**config.mk**
```make
export PLATFORM = sky130hd
export DESIGN_NAME = vaq_div_step
export DESIGN_NICKNAME = d
export VERILOG_FILES = /design/src/rtl/vertex_attribute_quantizer_unit_defines.svh /design/src/rtl/vaq_pkg.sv /design/src/rtl/vaq_div_step.sv
export SDC_FILE = /design/constraint.sdc
export NUM_CORES = 1
export LEC_CHECK = 0
export ABC_AREA = 1
export BUFFER_PORTS_ARGS = -buffer_cell sky130_fd_sc_hd__buf_4
export CAP_MARGIN = 0
export CORE_AREA = 2 2 482 484
export DETAILED_ROUTE_END_ITERATION = 6
export DIE_AREA = 0 0 484 486
export PLACE_DENSITY = 0.3
export SLEW_MARGIN = 20
export SYNTH_ARGS = -nofsm -noshare
export SYNTH_HDL_FRONTEND = slang
export SYNTH_SLANG_ARGS = --single-unit
```
**constraint.sdc**
```tcl
create_clock -name vclk -period 2
set_clock_uncertainty 0.1 [all_clocks]
set_input_delay 0 -clock vclk [all_inputs]
set_output_delay 0 -clock vclk [all_outputs]
set_load 0.03 [all_outputs]
```
**src/rtl/vertex_attribute_quantizer_unit_defines.svh**
```systemverilog
// Assertion macros for the vertex attribute quantizer.
// Used by the top level only; expects i_clk and i_rst_n in scope.
`ifndef VERTEX_ATTRIBUTE_QUANTIZER_UNIT_DEFINES_SVH
`define VERTEX_ATTRIBUTE_QUANTIZER_UNIT_DEFINES_SVH

// Same-cycle implication, checked out of reset
`define VAQ_ASSERT_NOW(lbl, ante, cons, msg) \
    lbl: assert property (@(posedge i_clk) disable iff (!i_rst_n) (ante) |-> (cons)) \
        else $error(msg);

// Next-cycle implication, checked out of reset
`define VAQ_ASSERT_NEXT(lbl, ante, cons, msg) \
    lbl: assert property (@(posedge i_clk) disable iff (!i_rst_n) (ante) |=> (cons)) \
        else $error(msg);

`endif

```
**src/rtl/vaq_pkg.sv**
```systemverilog
// Shared types, constants and lane setup functions for the vertex quantizer.
// No dependencies; used by every module of the block.
package vaq_pkg;

    localparam int NLANE   = 7;    // three position lanes, four octahedral lanes
    localparam int NPOS    = 3;
    localparam int NDIV    = 16;   // quotient bits, one per divider stage
    localparam int NSTG    = NDIV + 4;
    localparam int REMW    = 34;
    localparam int NUMW    = 50;
    localparam int CIDXW   = 3;

    localparam logic [CIDXW-1:0] REG_MIN_X = 3'd0;
    localparam logic [CIDXW-1:0] REG_MIN_Y = 3'd1;
    localparam logic [CIDXW-1:0] REG_MIN_Z = 3'd2;
    localparam logic [CIDXW-1:0] REG_EXT_X = 3'd3;
    localparam logic [CIDXW-1:0] REG_EXT_Y = 3'd4;
    localparam logic [CIDXW-1:0] REG_EXT_Z = 3'd5;

    localparam logic [15:0] UNORM_MAX = 16'hFFFF;

    typedef struct packed {
        logic [NPOS-1:0][31:0] mn;
        logic [NPOS-1:0][31:0] ext;
    } t_cfg;

    typedef struct packed {
        logic [NPOS-1:0][31:0] pos;
        logic [2:0][15:0]      nrm;
        logic [2:0][15:0]      tan;
        logic                  hand;
    } t_in;

    typedef struct packed {
        logic [31:0] ud;
        logic        zero;
        logic        sat;
    } t_posm;

    typedef struct packed {
        logic [16:0] mag_u;
        logic [16:0] mag_v;
        logic [16:0] l1;
        logic        neg_u;
        logic        neg_v;
        logic        zero;
    } t_octm;

    typedef struct packed {
        t_posm [NPOS-1:0] pos;
        t_octm [1:0]      oct;
        logic             hand;
    } t_mid;

    typedef struct packed {
        logic [REMW-1:0] rem;
        logic [REMW-1:0] den;
        logic [15:0]     sh;
        logic            zero;
        logic            sat;
        logic            neg;
    } t_lane;

    typedef struct packed {
        t_lane [NLANE-1:0] lane;
        logic              hand;
    } t_div;

    typedef struct packed {
        logic [NPOS-1:0][15:0] packed_xyz;
        logic [3:0][15:0]      oct;
        logic                  hand;
    } t_out;

    // Offset from the box minimum, with below-box and beyond-box flags
    function automatic t_posm pos_mid(logic [31:0] p, logic [31:0] mn, logic [31:0] ext);
        logic [32:0] d;
        t_posm       m;
        d      = {p[31], p} - {mn[31], mn};
        m.zero = (ext == 32'd0) || d[32] || (d == 33'd0);
        m.sat  = ({1'b0, ext} <= d);
        m.ud   = d[31:0];
        return m;
    endfunction

    // L1 norm, octahedral fold and signs of one vector
    function automatic t_octm oct_mid(logic [15:0] x, logic [15:0] y, logic [15:0] z);
        logic [16:0] ax;
        logic [16:0] ay;
        logic [16:0] az;
        logic [16:0] l1;
        t_octm       m;
        ax      = x[15] ? 17'(-{x[15], x}) : {1'b0, x};
        ay      = y[15] ? 17'(-{y[15], y}) : {1'b0, y};
        az      = z[15] ? 17'(-{z[15], z}) : {1'b0, z};
        l1      = ax + ay + az;
        m.l1    = l1;
        m.zero  = (l1 == 17'd0);
        m.neg_u = x[15];
        m.neg_v = y[15];
        if (z[15]) begin
            m.mag_u = l1 - ay;
            m.mag_v = l1 - ax;
        end else begin
            m.mag_u = ax;
            m.mag_v = ay;
        end
        return m;
    endfunction

    // Numerator 2*ud*65535 + ext over 2*ext
    function automatic t_lane pos_lane(t_posm m, logic [31:0] ext);
        logic [NUMW-1:0] n;
        t_lane           l;
        n      = ({18'd0, m.ud} << 17) - ({18'd0, m.ud} << 1) + {18'd0, ext};
        l.rem  = n[NUMW-1:16];
        l.sh   = n[15:0];
        l.den  = {1'b0, ext, 1'b0};
        l.zero = m.zero;
        l.sat  = m.sat;
        l.neg  = 1'b0;
        return l;
    endfunction

    // Numerator 2*mag*32767 + l1 over 2*l1
    function automatic t_lane oct_lane(logic [16:0] mag, logic [16:0] l1, logic neg,
                                       logic zero);
        logic [NUMW-1:0] n;
        t_lane           l;
        n      = ({33'd0, mag} << 16) - ({33'd0, mag} << 1) + {33'd0, l1};
        l.rem  = n[NUMW-1:16];
        l.sh   = n[15:0];
        l.den  = {16'd0, l1, 1'b0};
        l.zero = zero;
        l.sat  = 1'b0;
        l.neg  = neg;
        return l;
    endfunction

endpackage

```
**src/rtl/vaq_div_step.sv**
```systemverilog
// One restoring division step on every lane: one quotient bit per lane.
// Depends on vaq_pkg.
module vaq_div_step (
    input  vaq_pkg::t_div i_div,
    output vaq_pkg::t_div o_div
);
    import vaq_pkg::*;

    // Shift in the next numerator bit, subtract when it fits
    always_comb begin
        logic [REMW:0] t;
        logic [REMW:0] dd;
        o_div = i_div;
        for (int i = 0; i < NLANE; i++) begin
            t  = {i_div.lane[i].rem, i_div.lane[i].sh[15]};
            dd = {1'b0, i_div.lane[i].den};
            if (t >= dd) begin
                o_div.lane[i].rem = REMW'(t - dd);
                o_div.lane[i].sh  = {i_div.lane[i].sh[14:0], 1'b1};
            end else begin
                o_div.lane[i].rem = t[REMW-1:0];
                o_div.lane[i].sh  = {i_div.lane[i].sh[14:0], 1'b0};
            end
        end
    end

endmodule

```
== Yosys cells after proc, flatten, opt, wreduce, memory -nomap -nowiden ==
Cells that the tools add are included.

* Add/sub/neg operators: 7
* $mul: 0
* Div/mod/pow operators: 0
* $lt $le $gt $ge: 7
* Equality and inequality tests: 0
* Shifts and indexed selects: 0
* Muxes and demuxes: 14
* Bitwise logic cells: 0
* Reduce and logical (&&, ||, !) cells: 0

{| class="wikitable"
|+ Operator list
! operator !! count
|-
| greater-or-equal comparator 35 x 34 -> 1 bit || 7
|-
| two-way mux 34 bit || 7
|-
| subtractor 34 bit || 7
|-
| two-way mux 1 bit || 7
|}

* Flip-flop bits (word level): 0
* Latch bits: 0
* Memory bits (writable): 0
* Bits in read-only memories: 0
* Input bits: 610
* Output and inout bits: 610
* Word-level logic and storage cells: 28
* Memories: 0

== Longest topological paths before layout ==
* Word-level depth: 2
* Mapped depth: 16
* Gate-level depth less buffers: 15

== Least setup slack after synthesis ==
No wires, ideal clock.

* Path type: in2out
* From: input i_div[283] (netlist name)
* To: output o_div[315] (netlist name)
* Arrival time: 1.880 ns
* Data required time: 1.900 ns
* Path slack: 0.020 ns
* Stages on the path: 13
* Path buffers: 0
* Cells stage by stage: inv_1 > ha_1 > nand2_1 > nand2_2 > nor2_2 > inv_2 > nand2_1 > nand3_2 > nand2_2 > nand2_2 > nand2_2 > nand2_4 > o21ai_0

{| class="wikitable"
|+ RTL lines
! item !! line !! RTL
|-
| start, declared || vaq_div_step.sv:4 || <nowiki>input vaq_pkg::t_div i_div,</nowiki>
|-
| end, declared || vaq_div_step.sv:5 || <nowiki>output vaq_pkg::t_div o_div</nowiki>
|}

==> metrics.txt <==
status=finished with violations; violated checks=setup timing; TritonRoute pass-1 iters=5; Worst Setup Path Type=input port to primary output; core area=approximately 230000 um^2; GRT Residual Overflow=0; sequential-to-total area share from yosys stat=0; MaxCap Viol Count=0; initial drt markers=roughly 1400; CP arrival=2.05 ns; Die Area=approximately 240000 um^2; final period utilization=1.07; final worst slack=-0.147 ns; synth unique cells=32; site row count=176; Hold Path Class=input port to primary output; Die X=approximately 480 um; syn_area_per_cell=4.96 um^2; final sequential cell count=0; fin crit period=between 2 and 2.5 ns; unrepaired setup endpoints after global routing=true; CP endpoint kind=primary output; actual slew at the worst max-slew pin=around 0.77 ns; Cell Area, Synth=about 24000 um^2; WP data required=approximately 1.9 ns; Total GRT Usage=0.138; gpl congestion=roughly 0.85; pin count of the biggest net entering global routing=16; FILL cells=around 26000; Tot Pwr=around 0.023 W; Post-DP HPWL=approximately 150000 um; crit start category=input port; drt wl/cell=17.3 um; Layout clock buffers=0; Ports=roughly 1200; Chip Height=between 400 and 500 um; Leak=just under 30 nW; FMAX=0.466 GHz; remaining antenna violation count=0; Final Hold Slack=between 0.1 and 0.15 ns; final setup vio count=99; Max Slew Vio Count=0; Avg Vias per Cell=between 3 and 4; Sequential Area=0 um^2; power per cell area=around 400 nW/um^2; port bufs=~970; layout net count=around 7900; first-pass GRT wire length=between 200000 and 250000 um; commonest non-fill, non-tap cell in the layout=buf_4; drt drc=0; Slew HR=0.484; Crit Path Max Fanout=6; share of layout cells above drive strength 1=0.625; Final Cell Area=about 57000 um^2; area delta synth->final=138%; cell count after synthesis=4862; vias in the first global route=approximately 37000; synthesized net count=between 5000 and 6000; final wirelength=between 150000 and 200000 um; initial antenna violation count=22; final hold viol count=0; Cell Area, Placed=between 40000 and 50000 um^2; YS warnings=0; via total after detailed routing=about 37000; most frequent cells in the layout=1935 x buf_4, 1101 x nand2_1, 695 x inv_1; Initial Util=0.105; VDD IR max=0.000283 V
[worst paths after layout]
check | slack (ns) | to | from | cells after the start
setup / recovery | -0.15 | o_div[326] | i_div[282] | 19
hold / removal | 0.12 | o_div[122] | i_div[122] | 2
[metrics by stage]
step	util	TNS, ns	setup slack (ns)	std cells
5_1_grt	0.250	-16.17	-0.210	10000
2_1_floorplan	-	0	0.0196	4862
3_5_place_dp	0.180	-84.06	-0.718	9627
6_report	0.250	-4.09	-0.147	10000
4_1_cts	0.229	-5.20	-0.120	9949
3_3_place_gp	0.180	-85.23	-0.793	9627
[routing by layer]
layer	vias to the layer above	routed length, um	track usage
met3	92	6370	0.0102
met5	-	10	0
met2	979	85700	0.249
met4	2	3060	0.0179
met1	16900	78600	0.183
li1	18600	-	-
[worst max-delay path: stages]
cell	delay, ns
buf_8	0.08
clkinvlp_4	0.16
ha_4	0.29
nand2_4	0.07
nor2_4	0.04
nor2_4	0.12
inv_2	0.06
nand2_2	0.08
nand3_4	0.11
nand2_4	0.10
nand2_4	0.06
nand2_4	0.08
nand2_8	0.08
buf_12	0.14
buf_8	0.13
clkbuf_16	0.16
nand2_1	0.05
nand2_1	0.06
buf_6	0.14
[cells by family after synthesis]
logic type / after synthesis / synth area share
AND/OR/NAND/NOR: 2836 / 0.481
buffers and inverters: 1353 / 0.280
AO/OA/AOI/OAI: 303 / 0.0650
adder cells (fa/ha/maj): 245 / 0.129
XOR/XNOR: 125 / 0.0454
[synth_stat cells]
library cell / n / area (um^2)
o21bai_1: 17 / 128
xor2_1: 107 / 937
inv_2: 9 / 33.8
nand4_1: 22 / 138
o21ai_0: 89 / 445
nand2_4: 7 / 78.8
inv_1: 930 / 3490
inv_4: 6 / 37.5
fa_1: 7 / 140
buf_4: 386 / 2900
nand3b_1: 47 / 353
nor2_2: 19 / 119
nand3_2: 7 / 70.1
nor2_1: 382 / 1430
nand2_8: 1 / 20.0
a21oi_2: 2 / 17.5
nor4_2: 4 / 50.1
and3_1: 6 / 37.5
nor3_1: 41 / 205
buf_12: 3 / 60.1
nor3b_1: 3 / 22.5
inv_8: 1 / 11.3
nand3_1: 232 / 1160
nand2_1: 2014 / 7560
buf_6: 17 / 191
or2_2: 7 / 43.8
a21oi_1: 195 / 976
buf_8: 1 / 15.0
nor2_4: 2 / 22.5
xnor2_1: 18 / 158
nand2_2: 42 / 263
ha_1: 238 / 2980
[where the power goes]
part	internal (W)	switching, W	total (W)
Combinational	0.0106	0.0127	0.0233
Sequential	0	0	0
Clock	0.000000000673	0	0.000000000674
[final cells by class]
class	instances	area [um^2]	area share
tap	3026	3790	0.0660
antenna	10	25.0	0.000436
inverter	946	3820	0.0666
timing repair inverter	1	8.76	0.000153
multi-input combinational	3509	27500	0.480
timing repair buffer	2541	22200	0.387
[timing repair]
action                                  4_1_cts  5_1_grt
hold buffers                                127        0
endpoints found under the setup margin      245      244
gates resized for setup                    1908     1212
pin swaps                                   397      580
hold endpoints to repair                    127        0
cloned                                       27        6
buffers inserted                            177       97
Power figures use the tool's default switching activity.
