--- src/rtl/vertex_attribute_quantizer_unit_defines.svh ---
// Assertion macros for the vertex attribute quantizer.
// Used by the top level only; expects i_clk and i_rst_n in scope.
`ifndef VERTEX_ATTRIBUTE_QUANTIZER_UNIT_DEFINES_SVH
`define VERTEX_ATTRIBUTE_QUANTIZER_UNIT_DEFINES_SVH

// Same-cycle implication, checked out of reset
`define VAQ_ASSERT_NOW(lbl, ante, cons, msg) \
    lbl: assert property (@(posedge i_clk) disable iff (!i_rst_n) (ante) |-> (cons)) \
        else $error(msg);

// Next-cycle implication, checked out of reset
`define VAQ_ASSERT_NEXT(lbl, ante, cons, msg) \
    lbl: assert property (@(posedge i_clk) disable iff (!i_rst_n) (ante) |=> (cons)) \
        else $error(msg);

`endif

--- src/rtl/vaq_pkg.sv ---
// Shared types, constants and lane setup functions for the vertex quantizer.
// No dependencies; used by every module of the block.
package vaq_pkg;

    localparam int NLANE   = 7;    // three position lanes, four octahedral lanes
    localparam int NPOS    = 3;
    localparam int NDIV    = 16;   // quotient bits, one per divider stage
    localparam int NSTG    = NDIV + 4;
    localparam int REMW    = 34;
    localparam int NUMW    = 50;
    localparam int CIDXW   = 3;

    localparam logic [CIDXW-1:0] REG_MIN_X = 3'd0;
    localparam logic [CIDXW-1:0] REG_MIN_Y = 3'd1;
    localparam logic [CIDXW-1:0] REG_MIN_Z = 3'd2;
    localparam logic [CIDXW-1:0] REG_EXT_X = 3'd3;
    localparam logic [CIDXW-1:0] REG_EXT_Y = 3'd4;
    localparam logic [CIDXW-1:0] REG_EXT_Z = 3'd5;

    localparam logic [15:0] UNORM_MAX = 16'hFFFF;

    typedef struct packed {
        logic [NPOS-1:0][31:0] mn;
        logic [NPOS-1:0][31:0] ext;
    } t_cfg;

    typedef struct packed {
        logic [NPOS-1:0][31:0] pos;
        logic [2:0][15:0]      nrm;
        logic [2:0][15:0]      tan;
        logic                  hand;
    } t_in;

    typedef struct packed {
        logic [31:0] ud;
        logic        zero;
        logic        sat;
    } t_posm;

    typedef struct packed {
        logic [16:0] mag_u;
        logic [16:0] mag_v;
        logic [16:0] l1;
        logic        neg_u;
        logic        neg_v;
        logic        zero;
    } t_octm;

    typedef struct packed {
        t_posm [NPOS-1:0] pos;
        t_octm [1:0]      oct;
        logic             hand;
    } t_mid;

    typedef struct packed {
        logic [REMW-1:0] rem;
        logic [REMW-1:0] den;
        logic [15:0]     sh;
        logic            zero;
        logic            sat;
        logic            neg;
    } t_lane;

    typedef struct packed {
        t_lane [NLANE-1:0] lane;
        logic              hand;
    } t_div;

    typedef struct packed {
        logic [NPOS-1:0][15:0] packed_xyz;
        logic [3:0][15:0]      oct;
        logic                  hand;
    } t_out;

    // Offset from the box minimum, with below-box and beyond-box flags
    function automatic t_posm pos_mid(logic [31:0] p, logic [31:0] mn, logic [31:0] ext);
        logic [32:0] d;
        t_posm       m;
        d      = {p[31], p} - {mn[31], mn};
        m.zero = (ext == 32'd0) || d[32] || (d == 33'd0);
        m.sat  = ({1'b0, ext} <= d);
        m.ud   = d[31:0];
        return m;
    endfunction

    // L1 norm, octahedral fold and signs of one vector
    function automatic t_octm oct_mid(logic [15:0] x, logic [15:0] y, logic [15:0] z);
        logic [16:0] ax;
        logic [16:0] ay;
        logic [16:0] az;
        logic [16:0] l1;
        t_octm       m;
        ax      = x[15] ? 17'(-{x[15], x}) : {1'b0, x};
        ay      = y[15] ? 17'(-{y[15], y}) : {1'b0, y};
        az      = z[15] ? 17'(-{z[15], z}) : {1'b0, z};
        l1      = ax + ay + az;
        m.l1    = l1;
        m.zero  = (l1 == 17'd0);
        m.neg_u = x[15];
        m.neg_v = y[15];
        if (z[15]) begin
            m.mag_u = l1 - ay;
            m.mag_v = l1 - ax;
        end else begin
            m.mag_u = ax;
            m.mag_v = ay;
        end
        return m;
    endfunction

    // Numerator 2*ud*65535 + ext over 2*ext
    function automatic t_lane pos_lane(t_posm m, logic [31:0] ext);
        logic [NUMW-1:0] n;
        t_lane           l;
        n      = ({18'd0, m.ud} << 17) - ({18'd0, m.ud} << 1) + {18'd0, ext};
        l.rem  = n[NUMW-1:16];
        l.sh   = n[15:0];
        l.den  = {1'b0, ext, 1'b0};
        l.zero = m.zero;
        l.sat  = m.sat;
        l.neg  = 1'b0;
        return l;
    endfunction

    // Numerator 2*mag*32767 + l1 over 2*l1
    function automatic t_lane oct_lane(logic [16:0] mag, logic [16:0] l1, logic neg,
                                       logic zero);
        logic [NUMW-1:0] n;
        t_lane           l;
        n      = ({33'd0, mag} << 16) - ({33'd0, mag} << 1) + {33'd0, l1};
        l.rem  = n[NUMW-1:16];
        l.sh   = n[15:0];
        l.den  = {16'd0, l1, 1'b0};
        l.zero = zero;
        l.sat  = 1'b0;
        l.neg  = neg;
        return l;
    endfunction

endpackage

--- src/rtl/vaq_front.sv ---
// Front stages: input capture, offset/L1 preparation, divider operand setup.
// Depends on vaq_pkg.
module vaq_front (
    input  logic          i_clk,
    input  logic          i_en,
    input  vaq_pkg::t_in  i_in,
    input  vaq_pkg::t_cfg i_cfg,
    output vaq_pkg::t_div o_div
);
    import vaq_pkg::*;

    t_in  r_in;
    t_mid r_mid;
    t_div r_div;
    t_mid n_mid;
    t_div n_div;

    // Offsets, flags, L1 norms and fold
    always_comb begin
        for (int i = 0; i < NPOS; i++) begin
            n_mid.pos[i] = pos_mid(r_in.pos[i], i_cfg.mn[i], i_cfg.ext[i]);
        end
        n_mid.oct[0] = oct_mid(r_in.nrm[0], r_in.nrm[1], r_in.nrm[2]);
        n_mid.oct[1] = oct_mid(r_in.tan[0], r_in.tan[1], r_in.tan[2]);
        n_mid.hand   = r_in.hand;
    end

    // Numerators and denominators for every lane
    always_comb begin
        for (int i = 0; i < NPOS; i++) begin
            n_div.lane[i] = pos_lane(r_mid.pos[i], i_cfg.ext[i]);
        end
        for (int j = 0; j < 2; j++) begin
            n_div.lane[NPOS + 2*j]     = oct_lane(r_mid.oct[j].mag_u, r_mid.oct[j].l1,
                                                  r_mid.oct[j].neg_u, r_mid.oct[j].zero);
            n_div.lane[NPOS + 2*j + 1] = oct_lane(r_mid.oct[j].mag_v, r_mid.oct[j].l1,
                                                  r_mid.oct[j].neg_v, r_mid.oct[j].zero);
        end
        n_div.hand = r_mid.hand;
    end

    // Advance all three stages together
    always_ff @(posedge i_clk) begin
        if (i_en) begin
            r_in  <= i_in;
            r_mid <= n_mid;
            r_div <= n_div;
        end
    end

    assign o_div = r_div;

endmodule

--- config.mk ---
export PLATFORM = sky130hd
export DESIGN_NAME = vaq_front
export DESIGN_NICKNAME = d
export VERILOG_FILES = /design/src/rtl/vertex_attribute_quantizer_unit_defines.svh /design/src/rtl/vaq_pkg.sv /design/src/rtl/vaq_front.sv
export SDC_FILE = /design/constraint.sdc
export NUM_CORES = 2
export LEC_CHECK = 0
export BUFFER_PORTS_ARGS = -buffer_cell sky130_fd_sc_hd__buf_4
export CORE_AREA = 2 2 389 391
export CTS_CLUSTER_SIZE = 28
export DETAILED_ROUTE_END_ITERATION = 10
export DIE_AREA = 0 0 391 393
export GPL_TIMING_DRIVEN = 0
export PLACE_DENSITY_LB_ADDON = 0.05
export SYNTH_ARGS = -nofsm -noshare
export SYNTH_HDL_FRONTEND = slang
export SYNTH_SLANG_ARGS = --single-unit
--- constraint.sdc ---
create_clock -name i_clk -period 9.7 [get_ports i_clk]
set_input_delay 0.97 -clock i_clk [delete_from_list [all_inputs] [get_ports i_clk]]
set_output_delay 0.97 -clock i_clk [all_outputs]
set_load 0.01 [all_outputs]
After elaboration in Yosys (flattened, before gate mapping) --
Index checks and enable logic that the tools add are counted.
Storage, ports and cells: register bits after elaboration 897, latch bits 0, bits in writable memories 0, memory bits (read-only) 0, input port bits 387, output and inout port bits 610, logic and storage cells 120, memories 0
Cells by class: add/subtract/negate cells 31, multipliers 0, divide/modulo/power cells 0, order comparisons 3, equality and inequality tests 0, shifts and indexed selects 0, muxes and demuxes 8, bitwise operators 0, reductions and logical operators 14
Operators by type and width (number):
- 50-bit by 32-bit adder with 50-bit output | 3
- 49-bit by 33-bit subtractor with 50-bit output | 3
- 34-bit by 18-bit adder with 35-bit output | 4
- 33-bit by 18-bit subtractor with 34-bit output | 4
- 17-bit two-way mux | 6
- 17-bit negation | 6
- 32-bit by 33-bit less-or-equal comparator with 1-bit output | 3
- 33-bit logical NOT | 3
- 32-bit by 32-bit subtractor with 33-bit output | 3
- 32-bit logical NOT | 3
- 17-bit adder | 4
- 34-bit two-way mux | 2
- 17-bit subtractor | 4
- 17-bit logical NOT | 2
- 1-bit logical OR | 6

Depth between registers and ports, before layout --
depth in word-level cells 6, mapped depth 25, depth with buffers taken out 25

Worst setup path before layout --
No wires, ideal clock.
kind register to register, start point reg r_in, in the netlist n_mid[3], end point reg r_mid[54] (netlist name) (data pin), setup time 0.255 ns, arrival 4.871 ns, data required time 9.445 ns, setup slack 4.575 ns, cell stages (with the launch flop) 24, buffers on the path 1, clock period less this slack 5.125 ns, cell sequence edfxtp_1 clkbuf_1 o21ai_0 inv_1 fa_1 inv_1 ha_1 fa_1 a21o_1 a21oi_1 nand2b_1 a211o_1 nand2_1 nor2_1 xnor2_1 ha_1 or2_2 o31ai_1 a31oi_1 nand4_1 nand4b_1 maj3_1 xnor2_1 and2_1
RTL lines:
- from (decl) | line vaq_front.sv:12 | t_in r_in;
- from (signal assigned) | line vaq_front.sv:45 | r_in <= i_in;
- to (signal assigned) | line vaq_front.sv:46 | r_mid <= n_mid;
- to (decl) | line vaq_front.sv:13 | t_mid r_mid;

==> flow_metrics.env <==
export IMPL_cp_end_kind="flip-flop"
export IMPL_cp_cell_sequence="clkbuf_1 > o21ai_0 > inv_1 > fa_1 > inv_1 > ha_1 > a21o_1 > a21oi_1 > nor2b_1 > o21ai_0 > a211oi_1 > nor2_1 > a21oi_1 > and2_1 > o21ai_0 > a221oi_1 > ha_1 > nand3_1 > nand4b_1 > maj3_1 > xnor2_1 > and2_1"
export IMPL_slowest_delay_ps=870
export IMPL_numPortBuffers=915
export IMPL_ys_seq_area_frac=0.434
export IMPL_critPathSlowestCell="a221oi_1"
export IMPL_rsz0062_at_grt="false"
export IMPL_netlist_top_cells_area="edfxtp_1 43%, ha_1 12%, xnor2_1 5.4%"
export IMPL_path_max_fanout=10
export IMPL_start_kind="flip-flop"
export IMPL_hold_viol_final=0
export IMPL_pwr_density_cell_mw_per_mm2=312
export IMPL_dr_pass1_iters=6
export IMPL_ys_top_cells_by_count="830 x edfxtp_1, 660 x inv_1, 565 x ha_1, 358 x a21oi_1, 353 x xnor2_1"
export IMPL_drt_wl_total_mm=182
export IMPL_root_buffer="clkbuf_16"
export IMPL_period_share=0.667
export IMPL_syn_area_sq_mm=0.0575
export IMPL_path_clk_slew_ps=60
export IMPL_area_delta_synth_final_pct=23.1
export IMPL_dp_cells=8406
export IMPL_dieArea_sq_mm=0.154
export IMPL_dp_hpwl_mm=152
export IMPL_wl_per_cell_um=21.2
export IMPL_yosysMostFrequentCell="edfxtp_1"
export IMPL_ant_nets=0
export IMPL_whs_ps=405
export IMPL_syn_inst=5458
export IMPL_cts_sinks=830
export IMPL_ios=997
export IMPL_setup_viol=0
export IMPL_drive_above_1_share=0.205
export IMPL_finalSetupTns_ps=0
export IMPL_antenna_found_initial=13
export IMPL_ys_flop_type="edfxtp_1"
export IMPL_synth_warnings=0
export IMPL_postCtsSetupRepairBufs=0
export IMPL_finalMaxSlewViolations=0
export IMPL_cts_resized=0
export IMPL_ir_drop_uv=199
export IMPL_cts_buffers=100
export IMPL_period_minus_slack_ps=6470
export IMPL_slew_headroom=0.308
export IMPL_path_class="flip-flop to flip-flop"
export IMPL_cts_tree="done"
export IMPL_final_cell_count_no_fill=8593
export IMPL_grt_total_usage=0.229
export IMPL_hold_path_class="primary input to flip-flop"
export IMPL_grt_pass1_vias=41800
export IMPL_viasPerCell=5.04
export IMPL_start_util=0.385
export IMPL_fp_row_count=142
export IMPL_yosysTopAreaCell="edfxtp_1"
export IMPL_grt_overflow=0
export IMPL_setup_slack_ps=3230
export IMPL_fp_coreArea_sq_mm=0.149
export IMPL_async_reset_ff_frac=0
export IMPL_outcome="finished, final reports clean"
export IMPL_drc=0
export IMPL_worst_pin_slew_ps=1040
export IMPL_pre_cts_slack_ps=3330
export IMPL_finalClockSkew_ps=36.8
export IMPL_dr_first_iter_drc_count=2460
export IMPL_synth_edff_count=830
export IMPL_grt_pass1_wl_mm=264
export IMPL_synth_top_area_frac=0.434
export IMPL_synth_distinct_cells=112
export IMPL_synth_seq_cells=830
export IMPL_drv_cap=0
export IMPL_arrival_ps=6930
export IMPL_finalPower_w=0.0221
export IMPL_finalNetCount=7607
export IMPL_crit_top_cell="o21ai_0"
export IMPL_grt_max_degree=126
export IMPL_die_height_um=393
export IMPL_fmax_ghz=0.155
export IMPL_holdBufCountCts=0
export IMPL_htree_levels=3
export IMPL_vias=43300
export IMPL_gp_congestion=0.892
export IMPL_cts_path_max_buffers=3
export IMPL_fp_dieW_um=391
export IMPL_cellLeakagePower_nw=31.5
export IMPL_insertion_delay_ps=740
export IMPL_required_ps=10160
export IMPL_avgSynthCellArea_sq_um=10.5
## registers in the layout, indices dropped and copies added, names as in the netlist
signal  cells
o_div     426
n_mid       5
r_mid     164
r_in      188
n_div      47
## final cells by class
cell class / count / area (sq um)
repair buffers: 924 / 7080
diodes: 5 / 12.5
clock inverters: 67 / 868
plain buffers: 264 / 1730
inverters: 660 / 2480
well taps: 1944 / 2430
fillers: 14000 / 78500
multi-input cells: 3784 / 28600
flip-flops and latches: 830 / 24900
clock buffers: 115 / 2560
## where the power goes
part           internal [W]  switching [W]
Clock               0.00233        0.00161
Combinational       0.00514        0.00682
Sequential          0.00553       0.000634
## cells in the final DEF (no fill, tap or decap), drive strengths merged, types with 15 or more instances in the layout
cell type and instances:
o31ai 37, xor2 218, ha 565, mux2i 16, buf 1134, inv 668, bufinv 16, o41ai 18
o211ai 16, nor3 112, nand3 108, nand2b 53, a21o 191, o21ai 267, or2 19, edfxtp 830
a31oi 37, o21a 54, nor2 268, clkinv 37, nor2b 74, nand4 67, conb 81, or4 22
and2 19, a21oi 361, a31o 15, or3 39, nand3b 19, xnor2 355, and3 45, a211oi 27
clkbuf 169, fa 91, nand2 290, o21bai 64, nor4 60
## path summary, 6_finish.rpt
check / start / endpoint / slack (ps) / cells after the start
max: n_mid[3] / r_mid[54] / 3230 / 22
min: i_in[102] / r_in[102] / 410 / 1
max reg2reg: n_mid[3] / r_mid[54] / 3230 / 22
min reg2reg: n_div[90] / o_div[90] / 420 / 0
## kinds of logic (layout without fill, tap and decap cells)
| kind of cell | count (synthesis) | in the layout | synth area share |
|---|---|---|---|
| buffers and inverters | 924 | 2030 | 0.0732 |
| adder cells (fa/ha/maj) | 658 | 658 | 0.155 |
| multiplexers | 19 | 19 | 0.00337 |
| AND/OR/NAND/NOR | 1231 | 1231 | 0.109 |
| flip-flops | 830 | 830 | 0.434 |
| XOR/XNOR | 573 | 573 | 0.0876 |
| AO/OA/AOI/OAI | 1222 | 1222 | 0.138 |
| other | 1 | 86 | 0.0000652 |
## stage by stage
step / utilization / cell area (sq um)
4_1_cts: 0.474 / 70700
2_1_floorplan: - / 57800
3_3_place_gp: 0.449 / 67100
3_5_place_dp: 0.451 / 67300
6_report: 0.474 / 70700
5_1_grt: 0.474 / 70700
## critical path: cells and delay by family (launching register included)
family,cells,cell delay [ps]
XOR/XNOR,1,130
adder cells (fa/ha/maj),4,1500
AND/OR/NAND/NOR,6,820
buffers and inverters,3,560
AO/OA/AOI/OAI,8,2670
flip-flops,1,530
## layer usage
metal	wire, um	global-route usage
met5	0	0
met1	80300	0.298
met3	10600	0.0443
met2	87000	0.389
met4	4550	0.0635
Power figures use the tool's default switching activity.
