<file path="config.mk">
export PLATFORM = sky130hd
export DESIGN_NAME = vaq_cfg
export DESIGN_NICKNAME = d
export VERILOG_FILES = /design/src/rtl/vertex_attribute_quantizer_unit_defines.svh /design/src/rtl/vaq_pkg.sv /design/src/rtl/vaq_cfg.sv
export SDC_FILE = /design/constraint.sdc
export NUM_CORES = 1
export LEC_CHECK = 0
export BUFFER_PORTS_ARGS = -buffer_cell sky130_fd_sc_hd__buf_4
export CAP_MARGIN = 20
export CORE_UTILIZATION = 44
export DETAILED_ROUTE_END_ITERATION = 8
export PLACE_DENSITY = 0.71
export SLEW_MARGIN = 15
export SYNTH_ARGS = -nofsm -noshare
export SYNTH_HDL_FRONTEND = slang
export SYNTH_SLANG_ARGS = --single-unit
export TNS_END_PERCENT = 50
</file>
<file path="constraint.sdc">
create_clock -name i_clk -period 3.46 [get_ports i_clk]
set_input_delay 0.692 -clock i_clk [delete_from_list [all_inputs] [get_ports i_clk]]
set_output_delay 0.692 -clock i_clk [all_outputs]
set_load 0.005 [all_outputs]
</file>
<file path="src/rtl/vertex_attribute_quantizer_unit_defines.svh">
// Assertion macros for the vertex attribute quantizer.
// Used by the top level only; expects i_clk and i_rst_n in scope.
`ifndef VERTEX_ATTRIBUTE_QUANTIZER_UNIT_DEFINES_SVH
`define VERTEX_ATTRIBUTE_QUANTIZER_UNIT_DEFINES_SVH

// Same-cycle implication, checked out of reset
`define VAQ_ASSERT_NOW(lbl, ante, cons, msg) \
    lbl: assert property (@(posedge i_clk) disable iff (!i_rst_n) (ante) |-> (cons)) \
        else $error(msg);

// Next-cycle implication, checked out of reset
`define VAQ_ASSERT_NEXT(lbl, ante, cons, msg) \
    lbl: assert property (@(posedge i_clk) disable iff (!i_rst_n) (ante) |=> (cons)) \
        else $error(msg);

`endif

</file>
<file path="src/rtl/vaq_pkg.sv">
// Shared types, constants and lane setup functions for the vertex quantizer.
// No dependencies; used by every module of the block.
package vaq_pkg;

    localparam int NLANE   = 7;    // three position lanes, four octahedral lanes
    localparam int NPOS    = 3;
    localparam int NDIV    = 16;   // quotient bits, one per divider stage
    localparam int NSTG    = NDIV + 4;
    localparam int REMW    = 34;
    localparam int NUMW    = 50;
    localparam int CIDXW   = 3;

    localparam logic [CIDXW-1:0] REG_MIN_X = 3'd0;
    localparam logic [CIDXW-1:0] REG_MIN_Y = 3'd1;
    localparam logic [CIDXW-1:0] REG_MIN_Z = 3'd2;
    localparam logic [CIDXW-1:0] REG_EXT_X = 3'd3;
    localparam logic [CIDXW-1:0] REG_EXT_Y = 3'd4;
    localparam logic [CIDXW-1:0] REG_EXT_Z = 3'd5;

    localparam logic [15:0] UNORM_MAX = 16'hFFFF;

    typedef struct packed {
        logic [NPOS-1:0][31:0] mn;
        logic [NPOS-1:0][31:0] ext;
    } t_cfg;

    typedef struct packed {
        logic [NPOS-1:0][31:0] pos;
        logic [2:0][15:0]      nrm;
        logic [2:0][15:0]      tan;
        logic                  hand;
    } t_in;

    typedef struct packed {
        logic [31:0] ud;
        logic        zero;
        logic        sat;
    } t_posm;

    typedef struct packed {
        logic [16:0] mag_u;
        logic [16:0] mag_v;
        logic [16:0] l1;
        logic        neg_u;
        logic        neg_v;
        logic        zero;
    } t_octm;

    typedef struct packed {
        t_posm [NPOS-1:0] pos;
        t_octm [1:0]      oct;
        logic             hand;
    } t_mid;

    typedef struct packed {
        logic [REMW-1:0] rem;
        logic [REMW-1:0] den;
        logic [15:0]     sh;
        logic            zero;
        logic            sat;
        logic            neg;
    } t_lane;

    typedef struct packed {
        t_lane [NLANE-1:0] lane;
        logic              hand;
    } t_div;

    typedef struct packed {
        logic [NPOS-1:0][15:0] packed_xyz;
        logic [3:0][15:0]      oct;
        logic                  hand;
    } t_out;

    // Offset from the box minimum, with below-box and beyond-box flags
    function automatic t_posm pos_mid(logic [31:0] p, logic [31:0] mn, logic [31:0] ext);
        logic [32:0] d;
        t_posm       m;
        d      = {p[31], p} - {mn[31], mn};
        m.zero = (ext == 32'd0) || d[32] || (d == 33'd0);
        m.sat  = ({1'b0, ext} <= d);
        m.ud   = d[31:0];
        return m;
    endfunction

    // L1 norm, octahedral fold and signs of one vector
    function automatic t_octm oct_mid(logic [15:0] x, logic [15:0] y, logic [15:0] z);
        logic [16:0] ax;
        logic [16:0] ay;
        logic [16:0] az;
        logic [16:0] l1;
        t_octm       m;
        ax      = x[15] ? 17'(-{x[15], x}) : {1'b0, x};
        ay      = y[15] ? 17'(-{y[15], y}) : {1'b0, y};
        az      = z[15] ? 17'(-{z[15], z}) : {1'b0, z};
        l1      = ax + ay + az;
        m.l1    = l1;
        m.zero  = (l1 == 17'd0);
        m.neg_u = x[15];
        m.neg_v = y[15];
        if (z[15]) begin
            m.mag_u = l1 - ay;
            m.mag_v = l1 - ax;
        end else begin
            m.mag_u = ax;
            m.mag_v = ay;
        end
        return m;
    endfunction

    // Numerator 2*ud*65535 + ext over 2*ext
    function automatic t_lane pos_lane(t_posm m, logic [31:0] ext);
        logic [NUMW-1:0] n;
        t_lane           l;
        n      = ({18'd0, m.ud} << 17) - ({18'd0, m.ud} << 1) + {18'd0, ext};
        l.rem  = n[NUMW-1:16];
        l.sh   = n[15:0];
        l.den  = {1'b0, ext, 1'b0};
        l.zero = m.zero;
        l.sat  = m.sat;
        l.neg  = 1'b0;
        return l;
    endfunction

    // Numerator 2*mag*32767 + l1 over 2*l1
    function automatic t_lane oct_lane(logic [16:0] mag, logic [16:0] l1, logic neg,
                                       logic zero);
        logic [NUMW-1:0] n;
        t_lane           l;
        n      = ({33'd0, mag} << 16) - ({33'd0, mag} << 1) + {33'd0, l1};
        l.rem  = n[NUMW-1:16];
        l.sh   = n[15:0];
        l.den  = {16'd0, l1, 1'b0};
        l.zero = zero;
        l.sat  = 1'b0;
        l.neg  = neg;
        return l;
    endfunction

endpackage

</file>
<file path="src/rtl/vaq_cfg.sv">
// Box configuration registers of the vertex quantizer.
// Depends on vaq_pkg.
module vaq_cfg (
    input  logic                      i_clk,
    input  logic                      i_rst_n,
    input  logic                      i_cfg_we,
    input  logic [vaq_pkg::CIDXW-1:0] i_cfg_idx,
    input  logic [31:0]               i_cfg_data,
    output vaq_pkg::t_cfg             o_cfg
);
    import vaq_pkg::*;

    t_cfg r_cfg;

    // Write the addressed register, drop writes past the list
    always_ff @(posedge i_clk) begin
        if (!i_rst_n) begin
            r_cfg <= '0;
        end else if (i_cfg_we) begin
            case (i_cfg_idx)
                REG_MIN_X: r_cfg.mn[0]  <= i_cfg_data;
                REG_MIN_Y: r_cfg.mn[1]  <= i_cfg_data;
                REG_MIN_Z: r_cfg.mn[2]  <= i_cfg_data;
                REG_EXT_X: r_cfg.ext[0] <= i_cfg_data;
                REG_EXT_Y: r_cfg.ext[1] <= i_cfg_data;
                REG_EXT_Z: r_cfg.ext[2] <= i_cfg_data;
                default: begin
                end
            endcase
        end
    end

    assign o_cfg = r_cfg;

endmodule

</file>
Word-level counts from Yosys, hierarchy flattened
Index checks and enable logic that the tools add are counted.

Output and inout port bits: 192. Register bits after elaboration: 192. Input bits: 38. Word-level logic and storage cells: 18.

Eq/ne operators: 5. Reduce and logical (&&, ||, !) cells: 7.

Operators with widths (number): $reduce_and A2 Y1 (6); $eq A3 B2 Y1 const B (2); $eq A3 B3 Y1 const B (2); $eq A3 B1 Y1 const B (1); $logic_not A3 Y1 (1).

Depth between registers and ports, before layout
Gate-level depths: netlist (run 1).

Depth in word-level cells: 2. Gate-level depth with buffers: 5. Mapped depth without buffers: 2.

Least setup slack after synthesis (run 1)
No wires, ideal clock.

Path kind: input port to flip-flop. Start: input port i_cfg_idx[0] (netlist bit). End: register r_cfg, in the netlist o_cfg[100]. Arrival: 1621 ps. Setup time: 72 ps. Stages: 4. Slack: 1767 ps. Path through: buf_6 nor4b_4 buf_6 mux2i_1.

Longest elaborated chain between the ends: 2.

Ends and longest elaborated chain: from (decl) (line vaq_cfg.sv:7) `input logic [vaq_pkg::CIDXW-1:0] i_cfg_idx,`; $logic_not A3 Y1 (line vaq_cfg.sv:20) `case (i_cfg_idx)`; $reduce_and A2 Y1 (no line); to (decl) (line vaq_cfg.sv:13) `t_cfg r_cfg;`.

No other way between the ends. A chain may end at the register's enable or synchronous reset.

Final worst setup path (run 1)
Start: input port i_cfg_idx[2] (netlist bit). End: register r_cfg, in the netlist o_cfg[183].

Longest elaborated chain between the ends: 2.

Ends and longest elaborated chain (line): $eq A3 B2 Y1 (vaq_cfg.sv:20); $reduce_and A2 Y1 (no line).

No other way between the ends.

==> summary.txt, run 1 <==
Timing
  • FMAX: 560 MHz
  • Max_slew headroom: 40.6%
  • Worst Skew: 0 ps
  • Slew @ Worst Pin: 889 ps
  • Unrepaired setup endpoints after global routing: no
  • TNS Setup: 0 ps
  • Post-route setup slack: 1670 ps
  • Fin crit period: 1790 ps
  • Fin. max-slew vios: 0
  • Count of final setup violators: 0
  • Tcrit/Tclk final: 51.6%
  • Final count of hold timing violations: 0

Floorplan
  • # IOs: 230
  • Die width: 128 um
  • Chip height: 128 um
  • Core ar.: 0.0153 mm^2
  • Die area: 0.0163 mm^2
  • Std-Cell Rows: 45
  • Initial Util: 45.5%

Synthesis
  • Mapped cell area: 0.00697 mm^2
  • Commonest cells in the netlist: nand2_1 (224), dfxtp_1 (192), mux2i_1 (192)
  • EDFF count, synth: 0
  • Syn nets: 699
  • Top cells by area, synth: dfxtp_1 (55%), mux2i_1 (28%), nand2_1 (12%)
  • Top-count cell post-synth: nand2_1
  • Flops & latches, synth: 192
  • Netlist cell types: 12
  • Top cell type's share of synthesized area: 55.2%
  • Post-Syn Area per Cell: 10.5 um^2
  • Asr flop ratio synth: 0%
  • Synth area leader: dfxtp_1
  • Synth warn: 0
  • Synth Instances: 661
  • Post-synthesis sequential area ratio: 55.2%
  • Most used DFF post-synth: dfxtp_1

Clocking
  • CTS Root Cell: clkbuf_16
  • Hold buffer count at cts: 0
  • Clk buf depth: 2
  • CTS H-tree lvls: 4
  • CTS tree: done
  • Clock sink total: 192
  • Clk slew on worst S/H paths: 70 ps
  • # Post-CTS Setup Buffers: 0
  • TritonCTS Buffers: 17
  • Post-CTS sizing: 0
  • Clock Latency Late Sink: 420 ps

Route
  • Routed len/inst: 16.7 um
  • Pre-antenna DRT Iters: 4
  • Antenna Nets Post-Route: 0
  • Routed WL: 18300 um
  • Via/cell ratio: 4.90
  • Initial DRC Count: 309
  • Via count: 5354
  • DRC viols: 0

GRT
  • Gr ovfl total: 0
  • Largest net degree at the start of global routing: 74
  • Tot GR Track Use: 22.5%
  • Initial antenna violation count: 0
  • Vias in the first global route: 5173
  • First-pass GRT wire length: 28200 um

Setup path
  • Startpoint types: input port
  • Critical Path Sink Type: register
  • Worst EP required: 3780 ps
  • Critical Path AT: 2110 ps
  • Register-to-Register Setup Slack: 2780 ps
  • CP max FO: 32
  • Type of the worst setup path: input port to register

Placement
  • Number of I/O port buffers: 229
  • HPWL after DPL: 12500 um
  • Gpl congestion: 0.811
  • Worst Setup Slack post-DPL: 1280 ps

Outcome
  • Status: complete, no violations

Final layout
  • FILL cells: 1258
  • Area growth syn-to-layout: 34.2%
  • Ant. Diodes: 0
  • Max reg flops: 192
  • # nets final: 908
  • Share of layout cells above drive strength 1: 30.6%

Power
  • VDD IR max: 0.323 mV
  • Total leakage power: 0.00470 uW
  • PwrDens: 477 mW/mm^2
  • Tot Pwr: 4460 uW

Job
  • # Max-Cap Violations: 0

Hold path
  • Hold WC Path Type: register to register
[placed cells by master, fill, tap and decap left out, drive strengths merged]
master / netlist / layout
bufinv: 0 / 1
clkinvlp: 0 / 3
nor4b: 1 / 1
nand2: 224 / 224
dfxtp: 192 / 192
nand4bb: 2 / 2
buf: 31 / 237
mux2i: 192 / 192
and4bb: 1 / 1
clkinv: 0 / 5
clkbuf: 16 / 22
nand4b: 2 / 2
[metrics by stage]
step           hold WS, ps  cells  utilization, %  area (um^2)
2_1_floorplan          451    661               -         6970
3_3_place_gp           444   1062            57.4         8790
3_5_place_dp           447   1062            57.4         8790
4_1_cts                460   1093            61.0         9350
5_1_grt                470   1093            61.0         9350
6_report               460   1093            61.0         9350
[cells by family after synthesis]
| kind of cell | after synthesis | share of synthesized area, % |
|---|---|---|
| simple gates | 230 | 13.2 |
| mux | 192 | 27.6 |
| flops | 192 | 55.2 |
| buf+inv | 47 | 4.08 |
[routing by layer]
layer  share of wire, %  GRT usage [%]  wire length, um  vias up
li1                   -              -                -     2601
met1                 44           27.4             7940     2558
met2                 48           37.4             8760      163
met3                5.9           6.26             1080       32
met4                2.6           9.34              467        0
met5                  0              0                0        -
[critical path, stage by stage]
cell       delay, ps
buf_4            140
nand4bb_4        810
mux2i_1          430
[path summary, 6_finish.rpt]
check / cells past startpoint / endpoint / start
worst max-delay path: 3 / o_cfg[183] / i_cfg_idx[2]
worst min-delay path: 2 / o_cfg[74] / o_cfg[74]
worst max register to register: 2 / o_cfg[183] / o_cfg[183]
worst min register to register: 2 / o_cfg[74] / o_cfg[74]
[where the power goes]
part	switching [uW]	total [uW]	internal (uW)	leakage (uW)
Combinational	166	311	144	0.00287
Clock	819	1860	1040	0.000268
Sequential	27.7	2290	2260	0.00155
Total	1010	4460	3450	0.00470
[layout make-up]
cell class	instances	area, um^2	area share (%)
Clock inverter	9	85.1	0.910
Tap cell	211	264	2.82
Timing Repair Buffer	237	1810	19.3
Sequential cell	192	3840	41.1
Clock buffer	22	474	5.07
Multi-Input combinational cell	422	2870	30.7
No activity file was read; power rests on OpenSTA's default activity.
==> run 2, diff against run 1 <==
ABC_AREA = 1   (was not set)
PLACE_DENSITY = 0.73   (was 0.71)
clock period = 1.6 ns   (was 3.46 ns; I/O delays follow)
==> run 2 against run 1 <==
Against the previous run:
- register-to-register slack got worse by 1800 ps
- clock skew stayed put
- synthesized area is 8.5% higher
- sequential power increased by 120%
- wire length is 27% higher
- critical path type is now register to output port
- sequential share of layout area decreased by 3.4 points
- total power is 140% higher
- highest routed layer unchanged
- critical endpoint is now o_cfg[69]
- design area is 9.1% higher
- combinational power rose to 3.9 times the previous value
- core utilization hardly changed
==> summary.txt, run 2 <==
Synthesis
  • Synth warn: 0 (unchanged)
  • EDFF count, synth: 0 (unchanged)
  • Synth area leader: dfxtp_1 (unchanged)
  • Post-synthesis sequential area ratio: 50.8% (was 55.2%)
  • Top cell type's share of synthesized area: 50.8% (was 55.2%)
  • Syn nets: 1129 (was 699)
  • Top-count cell post-synth: nor2_1 (was nand2_1)
  • Netlist cell types: 12 (unchanged)
  • Synth Instances: 1091 (was 661)
  • Post-Syn Area per Cell: 6.93 um^2 (was 10.5 um^2)
  • Flops & latches, synth: 192 (unchanged)
  • Most used DFF post-synth: dfxtp_1 (unchanged)
  • Commonest cells in the netlist: nor2_1 (385), nand2_1 (198), dfxtp_1 (192), nand3_1 (192), buf_2 (50) (was nand2_1 (224), dfxtp_1 (192), mux2i_1 (192))
  • Top cells by area, synth: dfxtp_1 (51%), nor2_1 (19%), nand3_1 (13%) (was dfxtp_1 (55%), mux2i_1 (28%), nand2_1 (12%))
  • Mapped cell area: 0.00756 mm^2 (was 0.00697 mm^2)
  • Asr flop ratio synth: 0% (unchanged)

Power
  • VDD IR max: 0.798 mV (was 0.323 mV)
  • Total leakage power: 0.00479 uW (was 0.00470 uW)
  • PwrDens: 1040 mW/mm^2 (was 477 mW/mm^2)

Placement
  • Post-DP Area: 0.00960 mm^2 (was 0.00879 mm^2)
  • Gpl congestion: 0.815 (was 0.811)
  • Number of I/O port buffers: 229 (unchanged)
  • HPWL after DPL: 15600 um (was 12500 um)

GRT
  • Gr ovfl total: 0 (unchanged)
  • Vias in the first global route: 6688 (was 5173)
  • Tot GR Track Use: 25.7% (was 22.5%)
  • Largest net degree at the start of global routing: 65 (was 74)
  • Initial antenna violation count: 0 (unchanged)
  • First-pass GRT wire length: 35400 um (was 28200 um)

Setup path
  • Peak per-stage delay on the critical path: 380 ps (was 810 ps)
  • Worst EP required: 1280 ps (was 3780 ps)
  • Critical Path AT: 940 ps (was 2110 ps)
  • Critical Path Sink Type: output port (was register)
  • CP max-delay cell: dfxtp_1 (was nand4bb_4)
  • CP max FO: 2 (was 32)
  • Startpoint types: register (was input port)
  • Crit path max-delay family: flip-flops (was simple AND/OR/NAND/NOR gates)
  • Crit path cell chain: buf_4 (was buf_4 > nand4bb_4 > mux2i_1)
  • Type of the worst setup path: register to output port (was input port to register)
  • CP bufs+invs: 1 (unchanged)

Outcome
  • Status: complete, no violations (unchanged)

Route
  • DRC viols: 0 (unchanged)
  • Pre-antenna DRT Iters: 5 (was 4)
  • Via/cell ratio: 4.99 (was 4.90)
  • Initial DRC Count: 612 (was 309)
  • Routed WL: 23100 um (was 18300 um)
  • Routed len/inst: 15.2 um (was 16.7 um)
  • Antenna Nets Post-Route: 0 (unchanged)
  • Via count: 7604 (was 5354)

Timing
  • Fin. max-slew vios: 0 (unchanged)
  • Tcrit/Tclk final: 78.6%
  • Slew @ Worst Pin: 379 ps (was 889 ps)
  • Worst Skew: 0 ps (unchanged)
  • Max_slew headroom: 74.7% (was 40.6%)
  • Count of final setup violators: 0 (unchanged)
  • Unrepaired setup endpoints after global routing: no (unchanged)
  • FMAX: 795 MHz
  • Final count of hold timing violations: 0 (unchanged)
  • TNS Setup: 0 ps (unchanged)
  • Fin crit period: 1260 ps

Floorplan
  • # IOs: 230 (unchanged)
  • Core ar.: 0.0167 mm^2 (was 0.0153 mm^2)
  • Chip height: 133 um (was 128 um)
  • Std-Cell Rows: 47 (was 45)
  • Die area: 0.0177 mm^2 (was 0.0163 mm^2)
  • Die width: 133 um (was 128 um)
  • Initial Util: 45.3% (was 45.5%)

Final layout
  • Ant. Diodes: 0 (unchanged)
  • FF/Latch Area: 0.00384 mm^2 (unchanged)
  • Max reg flops: 192 (unchanged)
  • Area of the multi-input gates: 0.00323 mm^2 (was 0.00287 mm^2)
  • Commonest non-fill, non-tap cells in the layout: nor2_1 (384), buf_4 (247), nand2_1 (198) (was buf_4 (234), nand2_1 (224), mux2i_1 (192), dfxtp_1 (192), clkbuf_16 (17))
  • Area growth syn-to-layout: 34.8% (was 34.2%)
  • Share of layout cells above drive strength 1: 23.1% (was 30.6%)
  • FILL cells: 1604 (was 1258)
  • # nets final: 1331 (was 908)
  • Commonest non-fill, non-tap cell in the layout: nor2_1 (was buf_4)
  • Design area: 0.0102 mm^2 (was 0.00935 mm^2)

Clocking
  • # Post-CTS Setup Buffers: 0 (unchanged)
  • Hold buffer count at cts: 0 (unchanged)
  • Clk slew on worst S/H paths: 70 ps (about the same)
  • Clock sink total: 192 (unchanged)
  • TritonCTS Buffers: 17 (unchanged)
  • CTS tree: done (unchanged)
  • CTS Root Cell: clkbuf_16 (unchanged)
  • CTS H-tree lvls: 4 (unchanged)
  • Post-CTS sizing: 0 (unchanged)
  • Clock Latency Late Sink: 430 ps (was 420 ps)
  • Clk buf depth: 2 (unchanged)

Job
  • # Max-Cap Violations: 0 (unchanged)

Hold path
  • Hold WC Path Type: input port to register (was register to register)
## run 2: cell types whose count changed after synthesis, sizes merged, moves of 5 or more
cell	previous run	this run
mux2i	192	0
inv	0	38
clkbuf	16	21
buf	31	56
nand3	0	192
nor2	0	394
nand2	224	198
## run 2: final cells by class
cell class / count / area share (%)
sequential: 192 / 37.7
multi-input combinational: 784 / 31.7
timing repair buffer: 260 / 20.7
clock buffer: 20 / 4.48
tap: 220 / 2.70
inverter: 38 / 1.40
clock inverter: 9 / 1.34
## run 2: cells by family (layout without fill, tap and decap cells)
| group | after synthesis | in the layout | share of synthesized area [%] |
|---|---|---|---|
| buffers and inverters | 115 | 327 | 6.69 |
| AND/OR/NAND/NOR | 784 | 784 | 42.5 |
| flip-flops | 192 | 192 | 50.8 |
## run 2: worst paths after layout
check	from	endpoint	slack [ps]	cells past startpoint
max	o_cfg[69]	o_cfg[69]	340	1
min	i_rst_n	o_cfg[120]	260	3
max reg2reg	o_cfg[75]	o_cfg[75]	990	2
min reg2reg	o_cfg[32]	o_cfg[32]	480	2
## run 2: metrics by stage
stage	total power (uW)	util (%)	std cells	setup WS (ps)	hold slack, ps
final	10600	61.0	1523	343	262
after global routing	11000	61.0	1523	309	260
after CTS	10600	61.0	1523	332	252
after detailed placement	6370	57.5	1494	264	472
after global placement	6350	57.5	1494	315	463
after floorplan	5780	-	1091	471	479
## run 2: metal layers
layer | up-vias | track usage (%) | wire length [um]
met3 | 35 | 6.13 | 1880
met5 | - | 0 | 0
met1 | 3464 | 33.0 | 9890
met2 | 318 | 41.9 | 10900
li1 | 3787 | - | -
met4 | 0 | 9.45 | 462
## run 2: where the power goes
group / switching (uW) / total, uW / internal (uW)
combinational: 696 / 1220 / 520
sequential: 102 / 5050 / 4950
clock: 1800 / 4320 / 2520
total: 2600 / 10600 / 7990
## run 2: worst register-to-register path, cell delays in order (launching register included)
cell and delay [ps]:
dfxtp_1 330, nor2_1 120, nor2_1 60
==> run 3, diff against run 2 <==
ABC_AREA = 0   (was 1)
PLACE_DENSITY = 0.74   (was 0.73)
clock period = 1 ns   (was 1.6 ns; I/O delays follow)
==> run 3 against run 2 <==
Against the previous run:
- the run now ends with negative setup slack left
- cell count down 25%
- count of clock-buffer cells in the layout down 1
- combinational power up 9.8%
- sequential cell count unchanged
- critical endpoint is now o_cfg[96]
==> summary.txt, run 3 (synthesized netlist as in run 1, its figures left out) <==
Timing
  • Count of final setup violators: 192 (was 0)
  • FMAX: 928 MHz
  • Final count of hold timing violations: 0 (unchanged)
  • Final hold slack: 154 ps (was 262 ps)
  • Max_slew headroom: 75.7% (was 74.7%)
  • Post-route setup slack: -77.9 ps (was 343 ps)
  • Tcrit/Tclk final: 108%
  • Slew @ Worst Pin: 364 ps (was 379 ps)
  • Worst Skew: 0 ps (unchanged)
  • Fin crit period: 1080 ps
  • Fin. max-slew vios: 0 (unchanged)
  • Unrepaired setup endpoints after global routing: yes (was no)

Setup path
  • Startpoint types: register (unchanged)
  • Critical Path AT: 880 ps (was 940 ps)
  • Crit path cell chain: buf_6 (was buf_4)
  • Critical Path Sink Type: output port (unchanged)
  • Peak per-stage delay on the critical path: 350 ps (was 380 ps)
  • CP bufs+invs: 1 (unchanged)
  • CP max-delay cell: dfxtp_2 (was dfxtp_1)
  • CP max FO: 2 (unchanged)
  • Register-to-Register Setup Slack: 270 ps (was 990 ps)
  • Worst EP required: 800 ps (was 1280 ps)
  • Type of the worst setup path: register to output port (unchanged)
  • Crit path max-delay family: flip-flops (unchanged)
  • Crit. path cell count: 1 (unchanged)
  • R2r worst-path depth: 3 (was 2)

Clocking
  • Clock sink total: 192 (unchanged)
  • Clock Latency Late Sink: 420 ps (was 430 ps)
  • Clk buf depth: 2 (unchanged)
  • CTS Root Cell: clkbuf_16 (unchanged)
  • CTS H-tree lvls: 4 (unchanged)
  • TritonCTS Buffers: 17 (unchanged)
  • CTS tree: done (unchanged)
  • Clk slew on worst S/H paths: 70 ps (about the same)
  • Hold buffer count at cts: 0 (unchanged)

Floorplan
  • # IOs: 230 (unchanged)
  • Std-Cell Rows: 45 (was 47)
  • Initial Util: 45.5% (was 45.3%)
  • Die width: 128 um (was 133 um)
  • Chip height: 128 um (was 133 um)
  • Die area: 0.0163 mm^2 (was 0.0177 mm^2)
  • Core ar.: 0.0153 mm^2 (was 0.0167 mm^2)

Placement
  • Gpl congestion: 0.796 (was 0.815)
  • HPWL after DPL: 13100 um (was 15600 um)
  • Dpl cells: 1094 (was 1494)
  • Number of I/O port buffers: 229 (unchanged)
  • Worst Setup Slack post-DPL: -291 ps (was 264 ps)
  • Post-DP Area: 0.00917 mm^2 (was 0.00960 mm^2)

Power
  • Power share of the clock group: 42.0% (was 40.8%)
  • Flop pwr share: 49.6% (was 47.7%)
  • NetSw: 3680 uW (was 2600 uW)
  • PwrDens: 1480 mW/mm^2 (was 1040 mW/mm^2)
  • Sw Share: 22.9% (was 24.6%)
  • Tot Pwr: 16100 uW (was 10600 uW)
  • Gate power share: 8.3% (was 11.5%)
  • Power Internal: 12400 uW (was 7990 uW)
  • VDD IR max: 1.04 mV (was 0.798 mV)
  • Total leakage power: 0.00526 uW (was 0.00479 uW)

Final layout
  • Finished Layout Cells: 1149 (was 1523)
  • Design area: 0.0108 mm^2 (was 0.0102 mm^2)
  • # nets final: 964 (was 1331)
  • Commonest non-fill, non-tap cell in the layout: nand2_1 (was nor2_1)
  • Max reg flops: 192 (unchanged)
  • FILL cells: 1107 (was 1604)
  • Commonest non-fill, non-tap cells in the layout: nand2_1 (224), mux2i_1 (192), buf_6 (183) (was nor2_1 (384), buf_4 (247), nand2_1 (198))
  • Area growth syn-to-layout: 55.7% (was 34.8%)
  • Ant. Diodes: 0 (unchanged)
  • Share of layout cells above drive strength 1: 54.4% (was 23.1%)

Route
  • Initial DRC Count: 256 (was 612)
  • Routed WL: 19800 um (was 23100 um)
  • Via count: 5625 (was 7604)
  • Via/cell ratio: 4.90 (was 4.99)
  • Routed len/inst: 17.2 um (was 15.2 um)
  • Pre-antenna DRT Iters: 4 (was 5)
  • Antenna Nets Post-Route: 0 (unchanged)
  • DRC viols: 0 (unchanged)

Outcome
  • Status: complete, but fails checks (was complete, no violations)
  • Violated checks: negative setup slack

GRT
  • Vias in the first global route: 5505 (was 6688)
  • Largest net degree at the start of global routing: 33 (was 65)
  • Initial antenna violation count: 0 (unchanged)
  • Gr ovfl total: 0 (unchanged)
  • Tot GR Track Use: 23.7% (was 25.7%)
  • First-pass GRT wire length: 29700 um (was 35400 um)

Job
  • # Max-Cap Violations: 0 (unchanged)

Hold path
  • Worst hold path cell count: 3 (unchanged)
  • Hold WC Path Type: input port to register (unchanged)
-- run 3: cell count changes in the layout (fill, tap and decap cells not counted), moves of 182 or more --
| cell | before | now |
|---|---|---|
| buf_6 | 1 | 183 |
| dfxtp_1 | 192 | 10 |
| dfxtp_2 | 0 | 182 |
| mux2i_1 | 0 | 192 |
| nand3_1 | 192 | 0 |
| nor2_1 | 384 | 0 |
-- run 3: final timing paths --
path | from | to
setup / recovery | o_cfg[96] | o_cfg[96]
hold / removal | i_cfg_data[7] | o_cfg[39]
setup reg to reg | o_cfg[65] | o_cfg[65]
hold reg to reg | o_cfg[176] | o_cfg[176]
-- run 3: final cells by class --
class | count | area [um^2] | area share [%]
Sequential cell | 192 | 4070 | 37.5
Timing Repair Buffer | 293 | 3050 | 28.1
Multi-Input combinational cell | 422 | 2870 | 26.5
Clock buffer | 19 | 453 | 4.18
Tap cell | 211 | 264 | 2.43
Clock inverter | 12 | 135 | 1.25
-- run 3: what timing repair did --
action	CTS	global route
setup endpoints to repair	192	192
endpoints found under the hold margin	0	0
setup buffers	11	13
gates resized for setup	242	122
pin swaps	0	0
cloned	0	0
-- run 3: routing by layer --
metal / vias to the layer above / GRT usage [%] / wire length, um
met1: 2705 / 27.7 / 8180
met4: 0 / 8.24 / 393
met2: 178 / 40.8 / 9920
li1: 2712 / - / -
met3: 30 / 7.64 / 1290
met5: - / 0 / 0
-- run 3: power by group through the flow --
stage	registers (uW)	clock network, uW	logic [uW]
2_1_floorplan	8080	0	539
3_3_place_gp	8080	0	1200
3_5_place_dp	8080	0	1210
4_1_cts	7940	6850	1290
5_1_grt	7980	7160	1440
6_report	7970	6750	1340
-- run 3: worst min-delay path, delay by kind of cell --
kind	cells	cell delay, ps
and+or+nand+nor	1	120
buffers and inverters	1	70
muxes	1	140
-- run 3: per-stage QoR --
step | utilization, % | TNS [ps]
detailed placement | 59.8 | -27120
finish | 70.8 | -11300
CTS | 68.2 | -15340
global route | 70.8 | -16550
floorplan | - | -6850
global placement | 59.8 | -23570
